===== src/rtl/chr_pkg.sv =====
// Package for the hash ring block: word types, kind and status codes,
// and the command and status bundles between controller and datapath.
// No dependencies.
`default_nettype none

package chr_pkg;

	// Item kinds.
	localparam logic [1:0] KIND_INSERT = 2'd0;
	localparam logic [1:0] KIND_DELETE = 2'd1;
	localparam logic [1:0] KIND_LOOKUP = 2'd2;

	// Result status codes.
	localparam logic [1:0] ST_OK     = 2'd0;
	localparam logic [1:0] ST_EMPTY  = 2'd1;
	localparam logic [1:0] ST_FULL   = 2'd2;
	localparam logic [1:0] ST_ABSENT = 2'd3;

	// Fixed field widths.
	localparam int HASH_W  = 64;
	localparam int OWNER_W = 8;
	localparam int PCNT_W  = 7;

	// Request word.
	typedef struct packed {
		logic [1:0]         kind;
		logic [HASH_W-1:0]  point_hash;
		logic [OWNER_W-1:0] server_id;
	} req_word_t;

	// Response word.
	typedef struct packed {
		logic [OWNER_W-1:0] owner_id;
		logic [1:0]         status;
		logic [PCNT_W-1:0]  point_count;
	} rsp_word_t;

	// Memory read address source.
	typedef enum logic [1:0] {
		RD_MID  = 2'd0,
		RD_POS  = 2'd1,
		RD_DOWN = 2'd2,
		RD_UP   = 2'd3
	} rd_sel_t;

	// Commands from the controller to the datapath.
	typedef struct packed {
		logic       load;
		logic       rd_en;
		rd_sel_t    rd_sel;
		logic       cmp_upd;
		logic       wr_new;
		logic       wr_shift;
		logic       idx_init_used;
		logic       idx_init_lo;
		logic       idx_dec;
		logic       idx_inc;
		logic       used_inc;
		logic       used_dec;
		logic       res_set;
		logic [1:0] res_status;
		logic       res_owner;
		logic       rsp_load;
	} chr_cmd_t;

	// Status from the datapath to the controller.
	typedef struct packed {
		logic [1:0] kind;
		logic       lo_lt_hi;
		logic       hit;
		logic       full;
		logic       used_zero;
		logic       idx_at_lo;
		logic       idx_last;
		logic       out_free;
	} chr_sts_t;

endpackage

`default_nettype wire


===== src/rtl/chr_ctrl.sv =====
// Controller of the hash ring: sequences the binary search, the entry
// shifts and the response. Uses chr_pkg.
`default_nettype none

module chr_ctrl import chr_pkg::*; (
	input  wire logic     clk,
	input  wire logic     arst_n,
	input  wire logic     req_valid,
	output logic          req_stall,
	input  wire chr_sts_t sts,
	output chr_cmd_t      cmd
);

	typedef enum logic [6:0] {
		S_IDLE = 7'b0000001,
		S_SRCH = 7'b0000010,
		S_CMP  = 7'b0000100,
		S_CHK  = 7'b0001000,
		S_SHRD = 7'b0010000,
		S_SHWR = 7'b0100000,
		S_DONE = 7'b1000000
	} state_t;

	state_t state_q, state_d;

	// Next state and commands.
	always_comb begin
		state_d   = state_q;
		cmd       = '0;
		req_stall = 1'b1;
		unique case (state_q)
			S_IDLE: begin
				req_stall = 1'b0;
				if (req_valid) begin
					cmd.load = 1'b1;
					state_d  = S_SRCH;
				end
			end
			S_SRCH: begin
				cmd.rd_en = 1'b1;
				if (sts.lo_lt_hi) begin
					cmd.rd_sel = RD_MID;
					state_d    = S_CMP;
				end else begin
					cmd.rd_sel = RD_POS;
					state_d    = S_CHK;
				end
			end
			S_CMP: begin
				cmd.cmp_upd = 1'b1;
				state_d     = S_SRCH;
			end
			S_CHK: begin
				cmd.res_set    = 1'b1;
				cmd.res_status = ST_OK;
				state_d        = S_DONE;
				unique case (sts.kind)
					KIND_INSERT: begin
						if (sts.hit) begin
							cmd.wr_new = 1'b1;
						end else if (sts.full) begin
							cmd.res_status = ST_FULL;
						end else begin
							cmd.idx_init_used = 1'b1;
							state_d           = S_SHRD;
						end
					end
					KIND_DELETE: begin
						if (sts.hit) begin
							cmd.idx_init_lo = 1'b1;
							state_d         = S_SHRD;
						end else begin
							cmd.res_status = ST_ABSENT;
						end
					end
					KIND_LOOKUP: begin
						if (sts.used_zero) begin
							cmd.res_status = ST_EMPTY;
						end else begin
							cmd.res_owner = 1'b1;
						end
					end
					default: begin
					end
				endcase
			end
			S_SHRD: begin
				if (sts.kind == KIND_INSERT) begin
					if (sts.idx_at_lo) begin
						cmd.wr_new   = 1'b1;
						cmd.used_inc = 1'b1;
						state_d      = S_DONE;
					end else begin
						cmd.rd_en  = 1'b1;
						cmd.rd_sel = RD_DOWN;
						state_d    = S_SHWR;
					end
				end else begin
					if (sts.idx_last) begin
						cmd.used_dec = 1'b1;
						state_d      = S_DONE;
					end else begin
						cmd.rd_en  = 1'b1;
						cmd.rd_sel = RD_UP;
						state_d    = S_SHWR;
					end
				end
			end
			S_SHWR: begin
				cmd.wr_shift = 1'b1;
				if (sts.kind == KIND_INSERT) begin
					cmd.idx_dec = 1'b1;
				end else begin
					cmd.idx_inc = 1'b1;
				end
				state_d = S_SHRD;
			end
			S_DONE: begin
				if (sts.out_free) begin
					cmd.rsp_load = 1'b1;
					state_d      = S_IDLE;
				end
			end
			default: begin
				state_d = S_IDLE;
			end
		endcase
	end

	// State register.
	always_ff @(posedge clk or negedge arst_n) begin
		if (!arst_n) begin
			state_q <= S_IDLE;
		end else begin
			state_q <= state_d;
		end
	end

	// A shift never starts for a lookup.
	a_shift_kind: assert property (@(posedge clk) disable iff (!arst_n)
		(state_q == S_SHRD) |-> (sts.kind == KIND_INSERT || sts.kind == KIND_DELETE))
		else $error("shift entered for a lookup");

	// A word taken at the input always starts a search.
	a_load_srch: assert property (@(posedge clk) disable iff (!arst_n)
		(req_valid && !req_stall) |=> (state_q == S_SRCH))
		else $error("accepted word did not start a search");

	// The count only steps at the end of a shift.
	a_step_done: assert property (@(posedge clk) disable iff (!arst_n)
		(cmd.used_inc || cmd.used_dec) |=> (state_q == S_DONE))
		else $error("count stepped outside a shift end");

endmodule

`default_nettype wire


===== config.mk =====
export PLATFORM = sky130hd
export DESIGN_NAME = chr_ctrl
export DESIGN_NICKNAME = d
export VERILOG_FILES = /design/src/rtl/chr_pkg.sv /design/src/rtl/chr_ctrl.sv
export SDC_FILE = /design/constraint.sdc
export NUM_CORES = 1
export LEC_CHECK = 0
export BUFFER_PORTS_ARGS = -buffer_cell sky130_fd_sc_hd__buf_4
export CORE_UTILIZATION = 46
export CTS_BUF_LIST = sky130_fd_sc_hd__clkbuf_8
export CTS_CLUSTER_SIZE = 8
export DETAILED_ROUTE_END_ITERATION = 8
export GPL_ROUTABILITY_DRIVEN = 0
export GPL_TIMING_DRIVEN = 0
export PLACE_DENSITY = 0.8
export SYNTH_ARGS = -nofsm -noshare
export SYNTH_HDL_FRONTEND = slang
export SYNTH_SLANG_ARGS = --single-unit

===== constraint.sdc =====
create_clock -name clk -period 2.2 [get_ports clk]
set_input_delay 0.44 -clock clk [delete_from_list [all_inputs] [get_ports clk]]
set_output_delay 0.44 -clock clk [all_outputs]
set_load 0.02 [all_outputs]

After elaboration in Yosys (flattened, before gate mapping):

Cells that the tools add are included.
Widths: inputs -> output; s select.

* flip-flop bits (word level): 7
* bits of input ports: 12
* output and inout port bits: 19

* eq/ne operators: 11
* muxes and demuxes: 47
* reductions and logical operators: 2

Operators with widths (count)
* $mux 7: 8
* $pmux 7 s7: 1
* $mux 1: 23
* $pmux 7 s2: 1
* $mux 2: 6
* $mux 3: 3
* $mux 4: 2
* $eq 7x1->1 const B: 1
* $eq 7x2->1 const B: 1
* $eq 7x3->1 const B: 1
* $eq 7x4->1 const B: 1
* $eq 7x5->1 const B: 1
* $eq 7x6->1 const B: 1
* $eq 7x7->1 const B: 1
* $pmux 2 s3: 1
* $pmux 3 s2: 1
* $ne 2x2->1 const B: 2
* $eq 2x1->1 const B: 1
* $eq 2x2->1 const B: 1
* $logic_not 2->1: 1
* $pmux 1 s2: 1
* $reduce_and 2->1: 1

Logic depth before layout (Yosys ltp):

* depth in word-level cells: 4
* mapped depth: 4
* gate-level depth less buffers: 3

Worst setup path after synthesis:

No wires, ideal clock.

* kind: register to output
* from: reg state_q[5]
* to: out cmd[10] in the netlist's numbering
* data arrival time: 1.632 ns
* required time: 1.760 ns
* setup slack: 0.128 ns
* cell stages (with the launch flop): 4
* path buffers: 0
* cells stage by stage: dfrtp_1 > nor4b_4 > nand2_2 > nor4_1

RTL lines
* from (decl): RTL line chr_ctrl.sv:24 `state_t state_q, state_d;`
* from (signal assigned): RTL line chr_ctrl.sv:135 `state_q <= state_d;`
* to (decl): RTL line chr_ctrl.sv:11 `output chr_cmd_t cmd`

==> flow_metrics.tcl <==
set metrics [dict create \
    pre_cts_ws_ns 0.0855 \
    hpwlAfterDp_mm 1.34 \
    setup_viol 1 \
    arrival_ns 1.79 \
    row_count 12 \
    setup.worst_path.class "register to output pin" \
    wl_mm 2.06 \
    final_nets 120 \
    clkPwrFrac_pct 24.7 \
    wl_per_cell_um 17.0 \
    diodes 0 \
    p_leak_nw 0.450 \
    cts_hold_buffers 0 \
    clk_pin_slew_ns 0.04 \
    seq_power_share_pct 30.3 \
    drv_cap 0 \
    synthDistinctLibCells 37 \
    yosysSeqAreaShare_pct 28.1 \
    worst_ep_required_time_ns 1.76 \
    vias 734 \
    violations "negative setup slack" \
    finClkSkew_ns 0.00328 \
    synth.area.top_cells "dfrtp_1 (24%), nor4b_4 (7.6%), nor2_1 (6.0%)" \
    fin_crit_sh_pct 101 \
    drtIter0Drc 17 \
    syn_nets 82 \
    dieWidth_um 38.9 \
    hp-class "input port to asynchronous set/reset pin" \
    yosys.area.top_type "dfrtp_1" \
    core_area_sq_mm 0.00119 \
    final_hold_viol_count 0 \
    synth_top_cell_area_share_pct 24.0 \
    largest_register_ff_count 7 \
    htreeDepth 1 \
    finalCriticalPeriod_ns 2.23 \
    cts_tree "yes" \
    route.detailed.drc 0 \
    comb_power_share_pct 45.0 \
    ir_drop_uv 596 \
    num-fill-cells 81 \
    regMostFlops "state_q" \
    timing.fmax_ghz 0.449 \
    max_slew_margin_pct 69.3 \
    switching_share_pct 39.2 \
    die_area_sq_mm 0.00151 \
    fin_ws_ns -0.0291 \
    p_int_mw 0.424 \
    area_growth_pct 54.9 \
    grt_use_total_pct 26.1 \
    synth_cells 70 \
    cp-end-kind "output pin" \
    slew_viol_final 0 \
    ant_nets 0 \
    total_power_mw 0.698 \
    antenna_found_initial 0 \
    fin_hold_ws_ns 0.0199 \
    busiest_layer "met2" \
    viasPerCell 6.07 \
    reg.largest.list "state_q: 7 flops" \
    clockBufferDepth 2 \
    placed_area_sq_um 862 \
    worstSkewPairLatency_ns 0.22 \
    ys_ff_latch 7 \
    worst_pin_slew_ns 0.460 \
    status "complete, but fails checks" \
    yosysWarningCount 0 \
    multi_input_area_sq_um 457 \
    grt_overflow 0 \
    io_buffers 29 \
    grt_pass1_vias 608 \
    grt_pass1_wl_mm 2.66 \
    power.density_mw_per_mm2 718 \
    avgSynthCellArea_sq_um 8.96 \
    initial_core_util_pct 52.8 \
    cts.sinks 7 \
    use_met1_pct 33.6 \
    crit_fanout 7 \
    worst_setup_path_start_kind "register" \
    use_met2_pct 44.2 \
    final_area_sq_um 971 \
    ios 31 \
    grtUsageMet3_pct 0 \
    die_y_um 38.9 \
    syn_area_sq_um 627 \
    ff_latch_area_sq_um 180 \
    p_switching_mw 0.274 \
    cts_buffers 3 \
    clockRootBuffer "clkbuf_8" \
    grt_start_max_net_pins 11 \
    firstDrtPassIters 4 \
    drive_above_1_share_pct 54.2 \
]
placed cells by master, fill, tap and decap left out, types with 2 or more instances in the layout:
cell	count
nor2_1	10
nor4b_4	2
nand4b_1	3
nand2_1	2
dfrtp_2	3
nor3_1	5
dfrtp_1	3
nand3_1	2
inv_1	5
nor3b_1	2
buf_4	33
nor4_2	2
nand2_2	2
clkbuf_8	3
o211ai_1	2
and3_1	2
critical path: stages, from the launching register on:
cell and delay, ns:
dfrtp_1 0.46, nor4b_4 0.39, nand2_2 0.19, nor4_2 0.32, buf_4 0.20
cell usage after synthesis:
cell type and number:
o21a_1 1, nor3b_1 3, o31ai_1 1, a31oi_1 1, and4b_1 1, dfrtp_1 6
inv_1 4, o32a_1 1, nor2_1 10, nand4b_1 3, nor4b_4 2, and4_1 1
and3_1 2, o21ai_0 1, nor4b_2 1, nor3_4 1, nand3_1 2, or4_4 1
a211oi_2 1, a21oi_1 1, o32ai_1 1, nand2_2 1, a211oi_1 1, buf_2 1
nor4_1 2, nand2_1 3, a211o_2 1, xor2_1 1, clkbuf_1 1, o211ai_1 2
o32ai_2 1, dfstp_2 1, nor3_1 6, nand3b_1 1, nor2b_1 1, or2_2 1
or2b_2 1
path summary, 6_finish.rpt:
path / start / to / slack (ns) / cells after the start
worst max-delay path: state_q[4] / cmd[10] / -0.03 / 4
worst min-delay path: arst_n / state_q[5] / 0.02 / 1
worst max register to register: state_q[4] / state_q[6] / 0.71 / 4
worst min register to register: state_q[3] / state_q[1] / 0.59 / 1
max in group asynchronous: arst_n / state_q[0] / 1.97 / 1
min in group clk: sts[6] / state_q[3] / 0.40 / 2
power by group through the flow:
| stage | Sequential [mW] | Combinational, mW | Clock [mW] |
|---|---|---|---|
| CTS | 0.210 | 0.277 | 0.173 |
| detailed placement | 0.207 | 0.274 | 0 |
| floorplan | 0.196 | 0.185 | 0 |
| global placement | 0.203 | 0.268 | 0 |
| global route | 0.214 | 0.335 | 0.183 |
| finish | 0.211 | 0.314 | 0.173 |
per-stage QoR:
step	utilization, %	setup TNS, ns	std cells
3_5_place_dp	72.7	0	113
6_report	81.9	-0.0291	121
2_1_floorplan	-	0	70
5_1_grt	81.9	-0.0786	121
4_1_cts	77.8	0	118
3_3_place_gp	72.7	0	113
per-layer routing:
| metal | wire (um) | vias to the layer above |
|---|---|---|
| met1 | 846 | 357 |
| li1 | - | 340 |
| met2 | 1070 | 33 |
| met3 | 99 | 4 |
| met5 | 0 | - |
| met4 | 41 | 0 |
cell families after synthesis:
kind of cell           after synthesis  synth area share (%)
AO/OA/AOI/OAI                       13                  17.8
XOR/XNOR                             1                  1.40
buffers and inverters                6                  3.79
flip-flops                           7                  28.1
AND/OR/NAND/NOR                     43                  48.9
what timing repair did:
| action | in CTS | in global routing |
|---|---|---|
| setup buffers | 1 | 3 |
| setup endpoints to repair | 4 | 6 |
| pin swaps | 1 | 1 |
| gates resized for setup | 4 | 5 |
cell type report:
| cell class | instances | share of cell area (%) |
|---|---|---|
| clock buffers | 3 | 4.25 |
| multi-input cells | 57 | 47.0 |
| plain buffers | 2 | 0.902 |
| flip-flops and latches | 7 | 18.6 |
| clock inverters | 1 | 0.387 |
| inverters | 4 | 1.55 |
| well taps | 14 | 1.80 |
| repair buffers | 33 | 25.5 |
No activity file was read; power rests on OpenSTA's default activity.
